[config.mk]
export PLATFORM = sky130hd
export DESIGN_NAME = rbds_pair_ctl
export DESIGN_NICKNAME = d
export VERILOG_FILES = /design/src/design/rbds_pkg.sv /design/src/design/rbds_pair_ctl.sv
export SDC_FILE = /design/constraint.sdc
export NUM_CORES = 1
export LEC_CHECK = 0
export BUFFER_PORTS_ARGS = -buffer_cell sky130_fd_sc_hd__buf_4
export CORE_UTILIZATION = 61
export CTS_CLUSTER_SIZE = 14
export DETAILED_ROUTE_END_ITERATION = 8
export PLACE_DENSITY_LB_ADDON = 0.15
export SLEW_MARGIN = 10
export SYNTH_ARGS = -nofsm -noshare
export SYNTH_HDL_FRONTEND = slang
export SYNTH_SLANG_ARGS = --single-unit
export TNS_END_PERCENT = 20
[constraint.sdc]
create_clock -name clk -period 6 [get_ports clk]
set_input_delay 1.2 -clock clk [delete_from_list [all_inputs] [get_ports clk]]
set_output_delay 1.2 -clock clk [all_outputs]
set_load 0.1 [all_outputs]
[src/design/rbds_pkg.sv]
// rbds_pkg: shared types and constants of the 2x2 box downscaler
// payload structs, register indexes, configuration widths and reset values
// no dependencies
`default_nettype none

package rbds_pkg;

	localparam int DEF_MAX_WIDTH = 1024;
	localparam int ROW_LIMIT     = 4096;
	localparam int ROW_W         = 12;
	localparam int FW_W          = 11;
	localparam int FH_W          = 13;
	localparam int CFG_DW        = 13;
	localparam int CFG_IW        = 2;
	localparam int PIX_W         = 8;
	localparam int PSUM_W        = 9;
	localparam int LINE_W        = 3 * PSUM_W;

	localparam logic [CFG_IW-1:0] REG_FRAME_WIDTH  = 2'd0;
	localparam logic [CFG_IW-1:0] REG_FRAME_HEIGHT = 2'd1;

	localparam logic [FW_W-1:0] FRAME_WIDTH_RST  = 11'd640;
	localparam logic [FH_W-1:0] FRAME_HEIGHT_RST = 13'd480;

	typedef struct packed {
		logic [PIX_W-1:0] red_in;
		logic [PIX_W-1:0] green_in;
		logic [PIX_W-1:0] blue_in;
	} in_pix_t;

	typedef struct packed {
		logic [PIX_W-1:0] red_out;
		logic [PIX_W-1:0] green_out;
		logic [PIX_W-1:0] blue_out;
		logic             frame_last;
	} out_pix_t;

	// horizontal pair sums of an odd-row pixel pair that closes a block
	typedef struct packed {
		logic              emit;
		logic              last;
		logic [PSUM_W-1:0] sr;
		logic [PSUM_W-1:0] sg;
		logic [PSUM_W-1:0] sb;
	} pair_t;

endpackage

`default_nettype wire

[src/design/rbds_pair_ctl.sv]
// rbds_pair_ctl: configuration registers, raster counters, left pixel hold
// forms pair sums and issues line store writes and reads; uses rbds_pkg
`default_nettype none

module rbds_pair_ctl
	import rbds_pkg::*;
#(
	parameter int MAX_WIDTH = DEF_MAX_WIDTH,
	parameter int AW        = 9
) (
	input  wire logic              clk,
	input  wire logic              arst_n,
	input  wire logic              cfg_valid,
	input  wire logic [CFG_IW-1:0] cfg_index,
	input  wire logic [CFG_DW-1:0] cfg_data,
	input  wire logic              accept,
	input  wire in_pix_t           in_data,
	output logic                   mem_we,
	output logic                   mem_re,
	output logic      [AW-1:0]     mem_addr,
	output logic      [LINE_W-1:0] mem_wdata,
	output pair_t                  pair
);

	localparam int CW = (MAX_WIDTH > 2) ? $clog2(MAX_WIDTH) : 1;
	localparam int WW = $clog2(MAX_WIDTH + 1);

	logic [FW_W-1:0]  frame_width_q;
	logic [FH_W-1:0]  frame_height_q;
	logic [CW-1:0]    col_q;
	logic [ROW_W-1:0] row_q;
	in_pix_t          left_q;

	logic [WW-1:0]    w_eff;
	logic [FH_W-1:0]  h_eff;
	logic [WW-1:0]    col_p1;
	logic [FH_W-1:0]  row_p1;
	logic [WW-1:0]    last_pair;
	logic [FH_W-1:0]  last_row;
	logic             odd_col;
	logic             odd_row;

	always_ff @(posedge clk or negedge arst_n) begin
		if (!arst_n) begin
			frame_width_q  <= FRAME_WIDTH_RST;
			frame_height_q <= FRAME_HEIGHT_RST;
		end else if (cfg_valid) begin
			case (cfg_index)
				REG_FRAME_WIDTH:  frame_width_q  <= cfg_data[FW_W-1:0];
				REG_FRAME_HEIGHT: frame_height_q <= cfg_data;
				default: ;
			endcase
		end
	end

	// clamp sizes into the supported range
	always_comb begin
		if (frame_width_q == '0) begin
			w_eff = WW'(1);
		end else if (32'(frame_width_q) > MAX_WIDTH) begin
			w_eff = WW'(MAX_WIDTH);
		end else begin
			w_eff = WW'(frame_width_q);
		end
		if (frame_height_q == '0) begin
			h_eff = FH_W'(1);
		end else if (32'(frame_height_q) > ROW_LIMIT) begin
			h_eff = FH_W'(ROW_LIMIT);
		end else begin
			h_eff = frame_height_q;
		end
	end

	assign col_p1    = WW'(col_q) + WW'(1);
	assign row_p1    = FH_W'(row_q) + FH_W'(1);
	assign last_pair = WW'(w_eff >> 1) - WW'(1);
	// wraps to all ones for a one-row frame, so it never matches
	assign last_row  = {h_eff[FH_W-1:1], 1'b0} - FH_W'(1);
	assign odd_col   = col_q[0];
	assign odd_row   = row_q[0];

	always_ff @(posedge clk or negedge arst_n) begin
		if (!arst_n) begin
			col_q  <= '0;
			row_q  <= '0;
			left_q <= '0;
		end else if (accept) begin
			if (!odd_col) begin
				left_q <= in_data;
			end
			if (col_p1 >= w_eff) begin
				col_q <= '0;
				if (row_p1 >= h_eff) begin
					row_q <= '0;
				end else begin
					row_q <= ROW_W'(row_p1);
				end
			end else begin
				col_q <= CW'(col_p1);
			end
		end
	end

	always_comb begin
		pair.sr   = {1'b0, left_q.red_in}   + {1'b0, in_data.red_in};
		pair.sg   = {1'b0, left_q.green_in} + {1'b0, in_data.green_in};
		pair.sb   = {1'b0, left_q.blue_in}  + {1'b0, in_data.blue_in};
		pair.emit = accept && odd_col && odd_row;
		pair.last = (WW'(col_q >> 1) == last_pair) && (FH_W'(row_q) == last_row);
	end

	assign mem_we    = accept && odd_col && !odd_row;
	assign mem_re    = accept && odd_col && odd_row;
	assign mem_addr  = AW'(col_q >> 1);
	assign mem_wdata = {pair.sr, pair.sg, pair.sb};

endmodule

`default_nettype wire

# == Word-level counts from Yosys, hierarchy flattened ==
# Index checks and enable logic that the tools add are counted.
# W data, S select, Z words.
# word_totals
elab_cells,40
register_bits,70
input_bits,43
out_inout_bits,67
# classes
n_reduce_logical,12
n_eq_ne,3
n_bitwise,1
order_cmp,4
muxes,6
add_sub_neg,7
# op_table
op,n
$add A8 B8 Y9,3
$mux W13,2
$mux W11,2
$add A12 B1 Y13 const B,1
$eq A12 B13 Y1,1
$ge A13 B13 Y1,1
$gt A13 B13 Y1 const B,1
$logic_not A13 Y1,1
$sub A13 B1 Y13 const B,1
$mux W12,1
$add A10 B1 Y11 const B,1
$eq A9 B11 Y1,1
$ge A11 B11 Y1,1
$gt A11 B11 Y1 const B,1
$logic_not A11 Y1,1
$sub A10 B1 Y11 const B,1
$mux W10,1
$reduce_and A2 Y1,4
$logic_and A1 B1 Y1,4
$eq A2 B1 Y1 const B,1
$logic_not A2 Y1,1
$logic_not A1 Y1,1
$not A1 Y1,1

# == Logic depth before layout (Yosys ltp) ==
# logic_depth
ltp_word,6
depth_mapped,15

# == Least setup slack after synthesis ==
# No wires, ideal clock.
# synth_path
path_type,input to output
startpoint,input in_data[16] in the netlist's numbering
endpoint,output pair[24] in the netlist's numbering
required_time_ps,4800
path_buffers,1
stages,10
t_arrival_ps,4338
slack_ps,462
cell_sequence,ha_1 > inv_1 > fa_1 > nor2b_1 > o21ai_0 > a21boi_0 > o21ai_0 > nand2b_1 > xor2_1 > buf_4
# synth_via
elab_chain_len,1
# synth_lines
item,line,text
"start, declared",rbds_pair_ctl.sv:17,"input wire in_pix_t in_data,"
$add A8 B8 Y9,rbds_pair_ctl.sv:105,"pair.sr = {1'b0, left_q.red_in} + {1'b0, in_data.red_in};"
"end, declared",rbds_pair_ctl.sv:22,output pair_t pair
# Every way passes these cells.

==> results.sh <==
export IMPL_syn_mean_instance_area_um2=9.47
export IMPL_routed_wl_um=11700
export IMPL_area_growth_synth_to_final_pct=14.0
export IMPL_die_height_um=97.1
export IMPL_ctsRootBufferMaster="sky130_fd_sc_hd__clkbuf_8"
export IMPL_rsz0062_at_grt="no"
export IMPL_netlist_area_mm2=0.00552
export IMPL_wl_per_cell_um=15.5
export IMPL_hold_worst_slack_ns=0.514
export IMPL_grt_max_degree=71
export IMPL_synth_area_in_simple_gates=0.153
export IMPL_route_antenna_remaining_nets=0
export IMPL_fmax_mhz=211
export IMPL_largest_family_of_logic_cells_by_synthesized_area="simple AND/OR/NAND/NOR gates"
export IMPL_worst_path_max_fanout=16
export IMPL_layout_worst_path_cycle_share=0.790
export IMPL_worst_slew_margin_rel=0.368
export IMPL_post_synthesis_cells=583
export IMPL_synth_async_reset_ratio=1.00
export IMPL_first_pass_grt_wire_length_um=19800
export IMPL_boundaryPins=110
export IMPL_post_cts_setup_buffers=0
export IMPL_top_reg_cell_synth="sky130_fd_sc_hd__dfrtp_1"
export IMPL_cts_sink_count=70
export IMPL_ys_seq_elements=70
export IMPL_diodes=0
export IMPL_timing_worst_slew_pin_value_ns=0.945
export IMPL_final_period_minus_worst_setup_slack_ns=4.74
export IMPL_detailedPlacementHpwl_um=8990
export IMPL_number_of_detailed_route_iterations_in_the_first_pass=4
export IMPL_report_final_hold_viol_count=0
export IMPL_avgViaCountPerCell=5.86
export IMPL_initial_utilization=0.633
export IMPL_post_cts_resized_instances=0
export IMPL_post_synth_top_cells="sky130_fd_sc_hd__dfrtp_1, sky130_fd_sc_hd__ha_1, sky130_fd_sc_hd__mux2_2"
export IMPL_drt_drc_violations_left=0
export IMPL_initialDrtViolationCount=280
export IMPL_netlist_cell_type_count=56
export IMPL_floorplan_die_width_um=97.1
export IMPL_layout_drive_gt1_share=0.285
export IMPL_yosys_cell_count_top_type="sky130_fd_sc_hd__dfrtp_1"
export IMPL_report_final_slew_viol_count=0
export IMPL_postCtsHoldBufs=0
export IMPL_grt_antenna_before_repair=0
export IMPL_synth_adder_area_share=0.129
export IMPL_buffer_ports_inserted=109
export IMPL_synth_seq_area_share=0.319
export IMPL_mappedNetlistNets=681
export IMPL_setup_violations_final=0
export IMPL_clk_transition_reported_paths_ns=0.08
export IMPL_numCtsBuffers=9
export IMPL_yosys_warnings=0
export IMPL_min_path_type="flop to flop"
export IMPL_outcome="finished, final reports clean"
export IMPL_timing_setup_critical_path_class="flop to primary output"
export IMPL_synth_mux_area_frac=0.103
export IMPL_synth_enable_flop_cells=0
export IMPL_finalWeightedCongestion=0.912
export IMPL_first_global_vias=4185
export IMPL_critical_path_startpoint_category="flop"
export IMPL_clockBufferDepth=2
export IMPL_fin_setup_tns_ns=0
export IMPL_die_area_mm2=0.00943
export IMPL_core_region_area_mm2=0.00872
export IMPL_skew_ns=0.0121
export IMPL_drv_cap=0
export IMPL_synth_top_cell_area_share=0.290
export IMPL_netlist_top_cells_area="sky130_fd_sc_hd__dfrtp_1, sky130_fd_sc_hd__ha_1, sky130_fd_sc_hd__mux2_2"
export IMPL_htree_levels=3
export IMPL_grt_overflow_total=0
export IMPL_yosys_area_share_xor_xnor=0.0952
export IMPL_cts_tree="yes"
export IMPL_routed_via_count=4410
export IMPL_critPathArrivalTime_ns=3.54
export IMPL_clkLatencyLatePin_ns=0.34
export IMPL_num_rows=34
export IMPL_synth_compound_area_share=0.114
export IMPL_grt_usage=0.258
export IMPL_finalNetCount=739
export IMPL_worst_ep_required_time_ns=4.80
export IMPL_synth_area_leader_cell="sky130_fd_sc_hd__dfrtp_1"
export IMPL_crit_path_end_kind="primary output"
[cell type report]
type                    instances  area, um^2
repair buffers                110         826
multi-input cells             424        3280
clock buffers                  11         141
flip-flops and latches         70        1760
well taps                     108         135
inverters                      26        97.6
fillers                       647        2430
clock inverters                 4        47.5
[path summary, 6_finish.rpt]
path	start	endpoint	slack [ns]	cells past startpoint
worst max-delay path	frame_height_q[12]	pair[27]	1.26	11
worst max register to register	frame_width_q[3]	row_q[9]	2.01	12
min in group asynchronous	arst_n	left_q[22]	0.97	1
max in group asynchronous	arst_n	row_q[8]	4.46	1
worst min register to register	left_q[5]	left_q[5]	0.51	1
worst min-delay path	left_q[5]	left_q[5]	0.51	1
[metal layers]
metal | up-vias | part of all wire | wire [um] | GRT usage
li1 | 2120 | - | - | -
met1 | 2119 | 0.43 | 5030 | 0.348
met2 | 154 | 0.50 | 5780 | 0.434
met3 | 17 | 0.059 | 693 | 0.0338
met4 | 0 | 0.014 | 169 | 0.0769
met5 | - | 0 | 0 | 0
[critical path: stages, from the launching register on]
cell and delay (ns):
sky130_fd_sc_hd__dfrtp_1 0.52, sky130_fd_sc_hd__inv_1 0.40, sky130_fd_sc_hd__nand2_1 0.16, sky130_fd_sc_hd__ha_1 0.28
sky130_fd_sc_hd__xor2_1 0.18, sky130_fd_sc_hd__xnor2_1 0.14, sky130_fd_sc_hd__nor4_1 0.27, sky130_fd_sc_hd__nand4_1 0.13
sky130_fd_sc_hd__nor4_1 0.31, sky130_fd_sc_hd__nand4_1 0.14, sky130_fd_sc_hd__nor4_2 0.33, sky130_fd_sc_hd__buf_4 0.35
[registers in the layout (all words and copies together), names as in the netlist]
register,count
left_q,24
frame_height_q,13
frame_width_q,11
col_q,10
row_q,12
[logic make-up (layout without fill, tap and decap cells)]
logic type	Yosys count	count (layout)
flip-flops	70	70
AND/OR/NAND/NOR	162	162
XOR/XNOR	60	60
multiplexers	51	51
AO/OA/AOI/OAI	96	96
buffers and inverters	89	151
adder cells (fa/ha/maj)	55	55
[per-stage QoR]
step | instances | instance area [um^2] | worst slack, ns | utilization
6_report | 753 | 6290 | 1.26 | 0.721
5_1_grt | 753 | 6290 | 0.958 | 0.721
4_1_cts | 753 | 6290 | 1.28 | 0.721
3_5_place_dp | 738 | 6100 | 1.68 | 0.700
3_3_place_gp | 738 | 6100 | 1.76 | 0.700
2_1_floorplan | 583 | 5520 | 0.462 | -
[cell usage in the layout, fill, tap and decap left out, types with 4 or more instances in the layout]
cell type	instances
sky130_fd_sc_hd__buf_4	110
sky130_fd_sc_hd__dfrtp_1	64
sky130_fd_sc_hd__ha_1	52
sky130_fd_sc_hd__mux2_2	45
sky130_fd_sc_hd__nand2_1	44
sky130_fd_sc_hd__xnor2_1	36
sky130_fd_sc_hd__nor2_1	27
sky130_fd_sc_hd__inv_1	26
sky130_fd_sc_hd__xor2_1	24
sky130_fd_sc_hd__o21ai_0	22
sky130_fd_sc_hd__a21oi_1	20
sky130_fd_sc_hd__nand3_1	18
sky130_fd_sc_hd__nand2b_1	17
sky130_fd_sc_hd__a21o_1	13
sky130_fd_sc_hd__a22o_1	11
sky130_fd_sc_hd__nor3_1	11
sky130_fd_sc_hd__nor4_1	10
sky130_fd_sc_hd__clkbuf_8	10
sky130_fd_sc_hd__nor2b_1	8
sky130_fd_sc_hd__and3_1	6
sky130_fd_sc_hd__mux2i_1	6
sky130_fd_sc_hd__dfstp_2	6
sky130_fd_sc_hd__nand4_1	5
sky130_fd_sc_hd__o21bai_1	5
sky130_fd_sc_hd__o31ai_1	4
Power is not shown: default switching activity piles up to over one toggle a cycle in this logic, so the estimate is an artifact.
