==> config.mk <==
export PLATFORM = sky130hd
export DESIGN_NAME = rbds_out_stage
export DESIGN_NICKNAME = d
export VERILOG_FILES = /design/src/design/rbds_pkg.sv /design/src/design/rbds_out_stage.sv
export SDC_FILE = /design/constraint.sdc
export NUM_CORES = 1
export LEC_CHECK = 0
export ABC_AREA = 1
export BUFFER_PORTS_ARGS = -buffer_cell sky130_fd_sc_hd__buf_2
export CORE_MARGIN = 4
export CORE_UTILIZATION = 55
export CTS_CLUSTER_SIZE = 24
export DETAILED_ROUTE_END_ITERATION = 16
export GPL_ROUTABILITY_DRIVEN = 1
export GPL_TIMING_DRIVEN = 0
export PLACE_DENSITY = 0.85
export SKIP_LAST_GASP = 1
export SYNTH_ARGS = -nofsm -noshare
export SYNTH_HDL_FRONTEND = slang
export SYNTH_SLANG_ARGS = --single-unit
==> constraint.sdc <==
create_clock -name clk -period 6 [get_ports clk]
set_input_delay 0.6 -clock clk [delete_from_list [all_inputs] [get_ports clk]]
set_output_delay 0.6 -clock clk [all_outputs]
set_load 0.03 [all_outputs]
==> src/design/rbds_pkg.sv <==
// rbds_pkg: shared types and constants of the 2x2 box downscaler
// payload structs, register indexes, configuration widths and reset values
// no dependencies
`default_nettype none

package rbds_pkg;

	localparam int DEF_MAX_WIDTH = 1024;
	localparam int ROW_LIMIT     = 4096;
	localparam int ROW_W         = 12;
	localparam int FW_W          = 11;
	localparam int FH_W          = 13;
	localparam int CFG_DW        = 13;
	localparam int CFG_IW        = 2;
	localparam int PIX_W         = 8;
	localparam int PSUM_W        = 9;
	localparam int LINE_W        = 3 * PSUM_W;

	localparam logic [CFG_IW-1:0] REG_FRAME_WIDTH  = 2'd0;
	localparam logic [CFG_IW-1:0] REG_FRAME_HEIGHT = 2'd1;

	localparam logic [FW_W-1:0] FRAME_WIDTH_RST  = 11'd640;
	localparam logic [FH_W-1:0] FRAME_HEIGHT_RST = 13'd480;

	typedef struct packed {
		logic [PIX_W-1:0] red_in;
		logic [PIX_W-1:0] green_in;
		logic [PIX_W-1:0] blue_in;
	} in_pix_t;

	typedef struct packed {
		logic [PIX_W-1:0] red_out;
		logic [PIX_W-1:0] green_out;
		logic [PIX_W-1:0] blue_out;
		logic             frame_last;
	} out_pix_t;

	// horizontal pair sums of an odd-row pixel pair that closes a block
	typedef struct packed {
		logic              emit;
		logic              last;
		logic [PSUM_W-1:0] sr;
		logic [PSUM_W-1:0] sg;
		logic [PSUM_W-1:0] sb;
	} pair_t;

endpackage

`default_nettype wire

==> src/design/rbds_out_stage.sv <==
// rbds_out_stage: adds stored and current pair sums, divides by four
// holds one pending block and one output register; uses rbds_pkg
`default_nettype none

module rbds_out_stage
	import rbds_pkg::*;
(
	input  wire logic              clk,
	input  wire logic              arst_n,
	input  wire pair_t             pair,
	input  wire logic [LINE_W-1:0] rd_data,
	output logic                   in_ready,
	output logic                   out_valid,
	input  wire logic              out_ready,
	output out_pix_t               out_data
);

	pair_t             pair_s1;
	logic              valid_s1;
	logic              out_valid_q;
	out_pix_t          out_data_q;
	logic              adv_s1;
	logic [PSUM_W:0]   tr;
	logic [PSUM_W:0]   tg;
	logic [PSUM_W:0]   tb;

	assign adv_s1   = !out_valid_q || out_ready;
	assign in_ready = !valid_s1 || adv_s1;

	assign tr = {1'b0, rd_data[3*PSUM_W-1:2*PSUM_W]} + {1'b0, pair_s1.sr};
	assign tg = {1'b0, rd_data[2*PSUM_W-1:PSUM_W]}   + {1'b0, pair_s1.sg};
	assign tb = {1'b0, rd_data[PSUM_W-1:0]}          + {1'b0, pair_s1.sb};

	always_ff @(posedge clk or negedge arst_n) begin
		if (!arst_n) begin
			valid_s1    <= 1'b0;
			out_valid_q <= 1'b0;
		end else begin
			if (pair.emit) begin
				valid_s1 <= 1'b1;
			end else if (adv_s1) begin
				valid_s1 <= 1'b0;
			end
			if (adv_s1) begin
				out_valid_q <= valid_s1;
			end
		end
	end

	always_ff @(posedge clk) begin
		if (pair.emit) begin
			pair_s1 <= pair;
		end
		if (adv_s1 && valid_s1) begin
			out_data_q.red_out    <= tr[PSUM_W:2];
			out_data_q.green_out  <= tg[PSUM_W:2];
			out_data_q.blue_out   <= tb[PSUM_W:2];
			out_data_q.frame_last <= pair_s1.last;
		end
	end

	assign out_valid = out_valid_q;
	assign out_data  = out_data_q;

	// a blocked pending block must hold off new items
	a_stall_blocks_input: assert property (@(posedge clk) disable iff (!arst_n)
		valid_s1 && !adv_s1 |-> !in_ready)
		else $error("input accepted while pending block is stalled");

	// the line store read data must stay put while its block waits
	a_rdata_held: assert property (@(posedge clk) disable iff (!arst_n)
		valid_s1 && !adv_s1 |=> $stable(rd_data))
		else $error("line store read data changed under a stalled block");

	// a closing pixel always leaves a pending block behind
	a_emit_loads: assert property (@(posedge clk) disable iff (!arst_n)
		pair.emit |=> valid_s1)
		else $error("closing pixel lost");

	// a pending block that cannot advance stays pending
	a_s1_kept: assert property (@(posedge clk) disable iff (!arst_n)
		valid_s1 && !adv_s1 |=> valid_s1)
		else $error("pending block dropped during stall");

endmodule

`default_nettype wire

# Yosys cells after proc, flatten, opt, wreduce, memory -nomap -nowiden
# Cells that the tools add are included.
# word_totals
reg_bits	55
latch_bits	0
ram_bits	0
rom_bits	0
input_bits	59
out_inout_bits	27
word_cells	21
mem_count	0
# classes
n_addsub	3
mul	0
n_div	0
magnitude_cmp	0
n_eq_ne	0
shifts	0
muxes	2
n_bitwise	0
reduce_logical	6
# op_table
op	count
$add 9x9->10	3
$logic_not 1->1	2
$logic_or 1x1->1	2
$mux 1	2
$reduce_bool 2->1	1
$logic_and 1x1->1	1

# Logic depth before layout (Yosys ltp)
# Gate-level depths: netlist (run 1).
# depth
depth_word	4
ltp_mapped	9
depth_no_buf	9

# Least setup slack after synthesis (run 1)
# No wires, ideal clock.
# synth_path
kind	input -> register
from	in out_ready
to	reg out_data_q (netlist bit out_data[0]) (enable)
setup_ps	407
arrival_ps	1715
t_required_ps	5593
path_slack_ps	3878
cell_stages	2
n_path_buf	0
path_cell_list	nor2_1 -> nor2_1
# synth_between
elab_chain_len	2
# synth_lines
element	line_no	rtl
start: declaration	rbds_out_stage.sv:14	input wire logic out_ready,
$logic_or 1x1->1	rbds_out_stage.sv:27	assign adv_s1 = !out_valid_q || out_ready;
$logic_and 1x1->1	rbds_out_stage.sv:54	if (adv_s1 && valid_s1) begin
end: declaration	rbds_out_stage.sv:21	out_pix_t out_data_q;
# Every way passes these cells.
# A chain may end at the register's enable or synchronous reset.

# Worst setup path in the final report (run 1)
# layout_path
from	in out_ready
to	out in_ready
# layout_between
elab_chain_len	2
# layout_lines
element	line_no	rtl
$logic_or 1x1->1	rbds_out_stage.sv:27	
$logic_or 1x1->1	rbds_out_stage.sv:28	assign in_ready = !valid_s1 || adv_s1;
end: declaration	rbds_out_stage.sv:12	output logic in_ready,
# Every way passes these cells.

==> flow_summary.toml, run 1 <==
[outcome]
status = "complete, no violations"

[power]
ir_worst_vdd_mv = 0.193
powerDensity_mw_per_mm2 = 289
clkPwrFrac_pct = 27.9
power.total_mw = 1.01
p_switching_uw = 287
seq_power_share_pct = 47.9
leakage_nw = 1.77
power_switching_share_pct = 28.4
power_frac_comb_pct = 24.2
p_int_uw = 725

[synthesis]
yosysSeqAreaShare_pct = 57.8
yosys_register_bits = 55
synth.largest_area_cell = "edfxtp_1"
yosys.area.top_type_share_pct = 56.0
synth_area_leaders = "edfxtp_1 56%, nand2_1 11%, ha_1 11%, inv_1 6.3%, xor2_1 2.8%"
mappedNetlistArea_mm2 = 0.00284
synth.distinct_cells = 17
postSynthNetCount = 365
synthCells = 282
avgSynthCellArea_um2 = 10.1
yosysWarnings = 0

[placed_design]
place_congestion = 0.944
dp_cells = 435
port_buffers = 85
dp_worst_setup_slack_ns = 4.12
dpl.hpwl_um = 4210

[sta]
fin_crit_sh_pct = 30.3
post-route-min-period_ns = 1.82
holdWs_ns = 0.0596
slew_viol_final = 0
worst_pin_slew_ns = 0.679
setup_viol_count_final = 0
rsz0062_at_grt = "false"
hold_violations = 0
maxSlewHeadroom_pct = 54.7
fmax_ghz = 0.550
fin_ws_ns = 4.18
tns_ns = 0
skew_ns = 0.00559

[clock_network]
cts_max_path_buffers = 2
clock_sinks = 55
cts_resized = 0
cts_root_buffer = "clkbuf_8"
path_clk_slew_ns = 0.10
cts_max_level = 2
postCtsHoldBufs = 0
cts_buffers = 5
post_cts_buffers = 0
clk_latency_ns = 0.30
cts_tree = "done"

[drt]
ant_nets = 0
wl_um = 5310
drc_errors = 0
vias = 2126
drt_iter0_drc = 87
dr.pass1.iters = 4
wire_per_inst_um = 12.0
via_per_inst = 4.80

[grt]
grt_overflow = 0
grt_pass1_wl_um = 8710
first_global_vias = 2106
grt_start_max_net_pins = 30
grt_usage_pct = 17.5
antenna_found_initial = 0

[finish]
fillers = 338
final_cells = 443
final_nets = 458
antenna_cells = 0
drive_above_1_share_pct = 28.5
area_delta_synth_final_pct = 23.2

[floorplanning]
die_width_um = 79.9
die_h_um = 79.9
initial_utilization_pct = 58.6
dieArea_mm2 = 0.00638
core_mm2 = 0.00485
io_pins = 86
num_rows = 25

[hold_path]
hp-class = "in2async"

[worst_setup_path]
cp_max_fo = 2
reg2reg_depth = 4
cp.arrival_ns = 1.22
critical_path_required_ns = 5.40
path_class = "in2out"
r2r_slack_ns = 4.42
worst_setup_path_end_kind = "output pin"
worst_setup_path_start_kind = "input port"

[job]
max_cap_violations = 0
-- registers in the layout (all words and copies together), names as in the netlist --
signal,cells
out_data,25
out_valid,1
pair_s1,28
valid_s1,1
-- power groups by stage --
stage                     clock (mW)  combinational (mW)  sequential, mW
after floorplan                    0               0.121           0.543
after global placement             0               0.233           0.493
after detailed placement           0               0.244           0.495
after CTS                      0.286               0.245           0.486
after global routing           0.305               0.274           0.489
final                          0.283               0.245           0.485
-- Yosys cell counts --
| cell | n |
|---|---|
| a21oi_1 | 10 |
| a21oi_2 | 1 |
| dfrtp_1 | 2 |
| edfxtp_1 | 53 |
| ha_1 | 24 |
| inv_1 | 48 |
| nand2_1 | 81 |
| nand2_2 | 11 |
| nand3_1 | 15 |
| nand3_2 | 1 |
| nand4_1 | 2 |
| nor2_1 | 13 |
| nor3_1 | 2 |
| o21ai_0 | 4 |
| o21ai_1 | 5 |
| o21bai_1 | 1 |
| xor2_1 | 9 |
-- cell usage in the layout (no fill, tap or decap), drive strengths merged --
cell	count
a21oi	11
buf	86
bufinv	2
clkbuf	6
dfrtp	2
edfxtp	53
ha	24
inv	48
nand2	92
nand3	16
nand4	2
nor2	13
nor3	2
o21ai	9
o21bai	1
xor2	9
-- layer usage --
layer / share of wire, % / vias to the layer above / GRT usage (%)
met5: 0 / - / 0
met4: 1.3 / 0 / 5.07
met3: 6.8 / 10 / 4.51
met2: 52 / 82 / 32.6
met1: 40 / 925 / 19.7
li1: - / 1109 / -
-- final timing paths --
kind	endpoint	startpoint
max	in_ready	out_ready
min	out_valid$_DFFE_PN0N_	arst_n
max reg2reg	out_data[4]$_DFFE_PP_	out_valid$_DFFE_PN0N_
min reg2reg	out_data[0]$_DFFE_PP_	pair_s1[27]$_DFFE_PP_
max in group asynchronous	valid_s1$_DFFE_PN0P_	arst_n
min in group clk	out_data[0]$_DFFE_PP_	pair_s1[27]$_DFFE_PP_
-- critical path, stage by stage --
cell	delay, ns
buf_2	0.11
nor2_1	0.18
nand2_1	0.13
buf_2	0.20
-- final cells by class --
cell class                 count  area (um2)  area share, %
timing repair buffer          86         440           12.6
clock buffer                   6        72.6           2.07
inverter                      48         180           5.15
multi-input combinational    179        1020           29.2
sequential                    55        1640           46.9
clock inverter                 2        60.1           1.72
tap                           67        83.8           2.39
-- cell families after synthesis --
| family | Yosys count | share of synthesized area [%] |
|---|---|---|
| buffers and inverters | 48 | 6.34 |
| xor gates and xnor gates | 9 | 2.77 |
| DFF | 55 | 57.8 |
| adders and majority gates | 24 | 10.6 |
| AOI/OAI and AO/OA | 21 | 3.92 |
| and+or+nand+nor | 125 | 18.6 |
-- stage by stage --
| step | util, % | cell area [um2] |
|---|---|---|
| after CTS | 72.2 | 3500 |
| after global placement | 69.1 | 3350 |
| final | 72.2 | 3500 |
| after detailed placement | 69.5 | 3370 |
| after global routing | 72.2 | 3500 |
| after floorplan | - | 2840 |
Note: power is estimated with default switching activity, not from simulation.
==> inputs of run 2 (changes only) <==
--- a/config.mk
+++ b/config.mk
@@ -5,15 +5,15 @@
 export SDC_FILE = /design/constraint.sdc
 export NUM_CORES = 1
 export LEC_CHECK = 0
-export ABC_AREA = 1
+export ABC_AREA = 0
 export BUFFER_PORTS_ARGS = -buffer_cell sky130_fd_sc_hd__buf_2
 export CORE_MARGIN = 4
-export CORE_UTILIZATION = 55
+export CORE_UTILIZATION = 45
 export CTS_CLUSTER_SIZE = 24
 export DETAILED_ROUTE_END_ITERATION = 16
 export GPL_ROUTABILITY_DRIVEN = 1
 export GPL_TIMING_DRIVEN = 0
-export PLACE_DENSITY = 0.85
+export PLACE_DENSITY = 0.75
 export SKIP_LAST_GASP = 1
 export SYNTH_ARGS = -nofsm -noshare
 export SYNTH_HDL_FRONTEND = slang
==> constraint.sdc (replaced) <==
create_clock -name clk -period 1.6 [get_ports clk]
set_input_delay 0.16 -clock clk [delete_from_list [all_inputs] [get_ports clk]]
set_output_delay 0.16 -clock clk [all_outputs]
set_load 0.03 [all_outputs]
==> run 2 against run 1 <==
Net effect:
- the flow now finishes with violations (negative setup slack)
- final cell count fell by 21%
- sequential share of layout area is 1.1 points lower
- synthesized area fell by 9.8%
- total power increased to 3.6 times the previous value
- combinational power increased to 4.2 times the previous value
- clock-buffer cell count unchanged
- critical path type is now reg2reg
- critical endpoint is now out_data[16]$_DFFE_PP_
==> flow_summary.toml, run 2 <==
[outcome]
status = "finished, violations left"
violations = "negative setup slack"

[synthesis]
synth.largest_area_cell = "edfxtp_1"
yosys_register_bits = 55
synth_flop_cell = "edfxtp_1"
postSynthNetCount = 250
yosysSeqAreaShare_pct = 64.1
synth_area_leaders = "edfxtp_1 62%, ha_1 12%, xnor2_1 4.1%, a21o_1 2.3%, a21oi_1 2.1%"
synth_most_common_cell = "edfxtp_1"
avgSynthCellArea_um2 = 15.3
synth-edff-count = 53
synth.distinct_cells = 31
yosysWarnings = 0
yosys.area.top_type_share_pct = 62.1
synthCells = 167
synthArstFlopShare_pct = 3.64
mappedNetlistArea_mm2 = 0.00256
synth_commonest_cells = "53 x edfxtp_1, 24 x ha_1, 12 x xnor2_1, 11 x a21oi_1"

[worst_setup_path]
worst_setup_path_start_kind = "flop"
cp_max_fo = 4
r2r_slack_ns = -0.16
critical_path_required_ns = 1.66
path_class = "reg2reg"
worst_setup_path_end_kind = "flop"
cp.arrival_ns = 1.81

[hold_path]
hp-class = "in2reg"

[finish]
final_area_mm2 = 0.00359
final_cell_mix = "85 x buf_2, 53 x edfxtp_1, 15 x ha_4"
layout_commonest_cell = "buf_2"
fillers = 409
largest_register_ffs = 28
final_nets = 358
regMostFlops = "pair_s1"
antenna_cells = 0
area_delta_synth_final_pct = 40.0
final_cells = 348
drive_above_1_share_pct = 52.5

[clock_network]
cts_tree = "done"
cts_buffers = 5
clk_latency_ns = 0.29
cts_max_level = 2
path_clk_slew_ns = 0.09
cts_max_path_buffers = 2
clock_sinks = 55
cts_root_buffer = "clkbuf_8"

[drt]
via_per_inst = 5.07
drc_errors = 0
vias = 1766
dr.pass1.iters = 4
ant_nets = 0
wire_per_inst_um = 14.5
wl_um = 5040
drt_iter0_drc = 20

[sta]
post-route-min-period_ns = 1.76
hold_violations = 0
fmax_ghz = 0.569
fin_ws_ns = -0.156
setup_viol_count_final = 12
holdWs_ns = 0.0319
slew_viol_final = 0
rsz0062_at_grt = "true"
fin_crit_sh_pct = 110
skew_ns = 0.00427
worst_pin_slew_ns = 0.610
maxSlewHeadroom_pct = 59.3

[floorplanning]
io_pins = 86
initial_utilization_pct = 46.5
die_h_um = 83.5
core_mm2 = 0.00551
dieArea_mm2 = 0.00697
die_width_um = 83.5
num_rows = 27

[grt]
first_global_vias = 1774
antenna_found_initial = 0
grt_start_max_net_pins = 30
grt_overflow = 0
grt_usage_pct = 13.9
grt_pass1_wl_um = 7780

[power]
ir_worst_vdd_mv = 0.539
powerDensity_mw_per_mm2 = 1000
power.total_mw = 3.60
leakage_nw = 1.46

[placed_design]
dp_worst_setup_slack_ns = -0.167
place_congestion = 0.787
port_buffers = 85
dpl.hpwl_um = 3620
place_area_mm2 = 0.00318
dp_cells = 324

[job]
max_cap_violations = 0
[run 2: logic make-up (layout without fill, tap and decap cells)]
family	after synthesis	after routing	share of synthesized area (%)
compound gates	37	37	10.9
xor+xnor	17	17	5.81
fa+ha+maj	24	24	11.7
buf+inv	3	112	0.439
flops	55	55	64.1
simple gates	31	31	7.03
[run 2: area by class of cell]
type	instances	area [um2]	area share (%)
sequential	55	1640	45.8
multi-input combinational	109	1210	33.8
timing repair buffer	101	552	15.4
tap	72	90.1	2.51
clock buffer	6	72.6	2.02
inverter	3	11.3	0.314
clock inverter	2	7.51	0.209
[run 2: layer usage]
metal	track usage [%]	routed length, um
met1	13.8	1860
met2	26.1	2750
met3	5.63	367
met4	4.39	62
met5	0	0
[run 2: final timing paths]
kind / from / to / depth (start not counted)
worst max-delay path: pair_s1[13]$_DFFE_PP_ / out_data[16]$_DFFE_PP_ / 5
worst min-delay path: pair[5] / pair_s1[5]$_DFFE_PP_ / 1
worst max register to register: pair_s1[13]$_DFFE_PP_ / out_data[16]$_DFFE_PP_ / 5
worst min register to register: pair_s1[27]$_DFFE_PP_ / out_data[0]$_DFFE_PP_ / 0
max in group asynchronous: arst_n / out_valid$_DFFE_PN0N_ / 2
min in group asynchronous: arst_n / valid_s1$_DFFE_PN0P_ / 2
[run 2: per-stage QoR]
stage / setup TNS, ns / utilization (%)
final: -1.21 / 65.1
after global routing: -2.40 / 65.1
after CTS: -1.13 / 62.0
after detailed placement: -1.29 / 57.7
after global placement: -1.05 / 57.7
after floorplan: -0.368 / -
[run 2: what timing repair did]
item	4_1_cts	5_1_grt
hold buffers	1	0
hold endpoints to repair	2	0
endpoints found under the setup margin	12	17
setup buffers	7	8
pin swaps	7	15
gates resized for setup	15	16
[run 2: worst max-delay path: stages, from the launching register on]
cell and delay, ns:
edfxtp_1 0.41, ha_4 0.25, a21o_4 0.21, a22o_1 0.20
a211o_1 0.26, a21o_1 0.18
[run 2: power breakdown]
group / switching (mW) / total (mW) / internal (mW)
Clock: 0.405 / 0.705 / 0.300
Sequential: 0.0555 / 1.85 / 1.79
Combinational: 0.579 / 1.04 / 0.465
==> inputs of run 3 (changes only) <==
--- a/config.mk
+++ b/config.mk
@@ -7,13 +7,16 @@
 export LEC_CHECK = 0
 export ABC_AREA = 0
 export BUFFER_PORTS_ARGS = -buffer_cell sky130_fd_sc_hd__buf_2
+export CELL_PAD_IN_SITES_DETAIL_PLACEMENT = 1
+export CELL_PAD_IN_SITES_GLOBAL_PLACEMENT = 2
 export CORE_MARGIN = 4
-export CORE_UTILIZATION = 45
+export CORE_UTILIZATION = 30
 export CTS_CLUSTER_SIZE = 24
 export DETAILED_ROUTE_END_ITERATION = 16
 export GPL_ROUTABILITY_DRIVEN = 1
 export GPL_TIMING_DRIVEN = 0
-export PLACE_DENSITY = 0.75
+export PLACE_DENSITY_LB_ADDON = 0.1
+export SKIP_CTS_REPAIR_TIMING = 1
 export SKIP_LAST_GASP = 1
 export SYNTH_ARGS = -nofsm -noshare
 export SYNTH_HDL_FRONTEND = slang
==> run 3 against run 2 <==
Net effect:
- the flow still finishes with violations (negative setup slack)
- die area increased by 45%
- final area decreased by 3.5%
- total power decreased by 2.0%
- combinational power decreased by 8%
- largest power group unchanged
- clock skew increased by 0.0013 ns
- largest cell class unchanged
==> flow_summary.toml, run 3 (synthesis results as in run 2) <==
[clock_network]
clk_latency_ns = 0.30
cts_max_level = 2
cts_buffers = 5
cts_max_path_buffers = 2
path_clk_slew_ns = 0.09
cts_tree = "done"
clock_sinks = 55
cts_root_buffer = "clkbuf_8"

[worst_setup_path]
cp_max_fo = 4
cp.arrival_ns = 1.85
cpMaxStageDelayCell = "edfxtp_1"
worst_setup_path_end_kind = "flop"
critical_path_required_ns = 1.67
path_class = "reg2reg"
crit_path_frequent_cell = "a21o_1"
crit_chain = "ha_4 -> a21o_1 -> a22o_1 -> a211o_1 -> a21o_1"
worst_setup_path_start_kind = "flop"
max_stage_delay_ns = 0.43

[power]
leakage_nw = 1.41
powerDensity_mw_per_mm2 = 1020
power.total_mw = 3.52
ir_worst_vdd_mv = 0.353

[sta]
fmax_ghz = 0.560
setup_viol_count_final = 12
fin_ws_ns = -0.187
skew_ns = 0.00560
hold_violations = 0
rsz0062_at_grt = "true"
fin_crit_sh_pct = 112
holdWs_ns = 0.0304
tns_ns = -1.33
maxSlewHeadroom_pct = 53.9
post-route-min-period_ns = 1.79
slew_viol_final = 0
worst_pin_slew_ns = 0.691

[finish]
drive_above_1_share_pct = 47.4
layout_commonest_cell = "buf_2"
final_core_util_pct = 41.9
area_delta_synth_final_pct = 35.1
final_nets = 348
regMostFlops = "pair_s1"
largest_register_ffs = 28
final_cells = 371
final_cell_mix = "85 x buf_2, 53 x edfxtp_1, 12 x xnor2_1, 12 x ha_1, 11 x ha_4"
antenna_cells = 0
final_area_mm2 = 0.00346

[drt]
wl_um = 5330
via_per_inst = 4.53
wire_per_inst_um = 14.4
vias = 1679
dr.pass1.iters = 4
drt_iter0_drc = 25
drc_errors = 0
ant_nets = 0

[floorplanning]
initial_utilization_pct = 31.0
num_rows = 33
io_pins = 86
die_width_um = 100
die_h_um = 100
core_mm2 = 0.00826
dieArea_mm2 = 0.0101

[grt]
first_global_vias = 1741
antenna_found_initial = 0
grt_overflow = 0
grt_usage_pct = 10.5
grt_pass1_wl_um = 8150
grt_start_max_net_pins = 30

[placed_design]
place_congestion = 0.680
dp_cells = 357
dpl.hpwl_um = 4020
port_buffers = 85
place_area_mm2 = 0.00322
dp_worst_setup_slack_ns = -0.265

[job]
max_cap_violations = 0

[outcome]
status = "finished, violations left"
violations = "negative setup slack"

[hold_path]
hp-class = "in2reg"
[run 3: final cells by class]
cell class / instances / area [um2]
inverter: 3 / 11.3
fill: 905 / 4800
multi-input combinational: 109 / 1120
clock buffer: 6 / 72.6
sequential: 55 / 1640
tap: 105 / 131
clock inverter: 2 / 7.51
timing repair buffer: 91 / 473
[run 3: final timing paths]
| kind | startpoint | to | cells after the start | slack (ns) |
|---|---|---|---|---|
| setup / recovery | pair_s1[24]$_DFFE_PP_ | out_data[24]$_DFFE_PP_ | 5 | -0.19 |
| hold reg to reg | pair_s1[27]$_DFFE_PP_ | out_data[0]$_DFFE_PP_ | 0 | 0.43 |
| hold / removal | pair[16] | pair_s1[16]$_DFFE_PP_ | 1 | 0.03 |
| min in group asynchronous | arst_n | valid_s1$_DFFE_PN0P_ | 2 | 0.16 |
| setup reg to reg | pair_s1[24]$_DFFE_PP_ | out_data[24]$_DFFE_PP_ | 5 | -0.19 |
| max in group asynchronous | arst_n | out_valid$_DFFE_PN0N_ | 2 | 1.34 |
[run 3: routing by layer]
metal	global-route usage (%)	vias to the layer above	share of wire [%]
li1	-	846	-
met1	12.8	780	43
met2	17.9	49	50
met3	3.06	4	6.3
met4	3.11	0	0.68
met5	0	-	0
[run 3: critical path: cells and delay by family (launching register included)]
| family | cells | cell delay [ns] |
|---|---|---|
| AOI/OAI and AO/OA | 4 | 0.84 |
| DFF | 1 | 0.43 |
| adders and majority gates | 1 | 0.28 |
[run 3: where the power goes]
group | internal (mW) | leakage, nW | switching (mW) | total, mW
Sequential | 1.79 | 0.535 | 0.0543 | 1.85
Combinational | 0.409 | 0.830 | 0.549 | 0.958
Clock | 0.300 | 0.0403 | 0.421 | 0.721
Total | 2.50 | 1.41 | 1.02 | 3.52
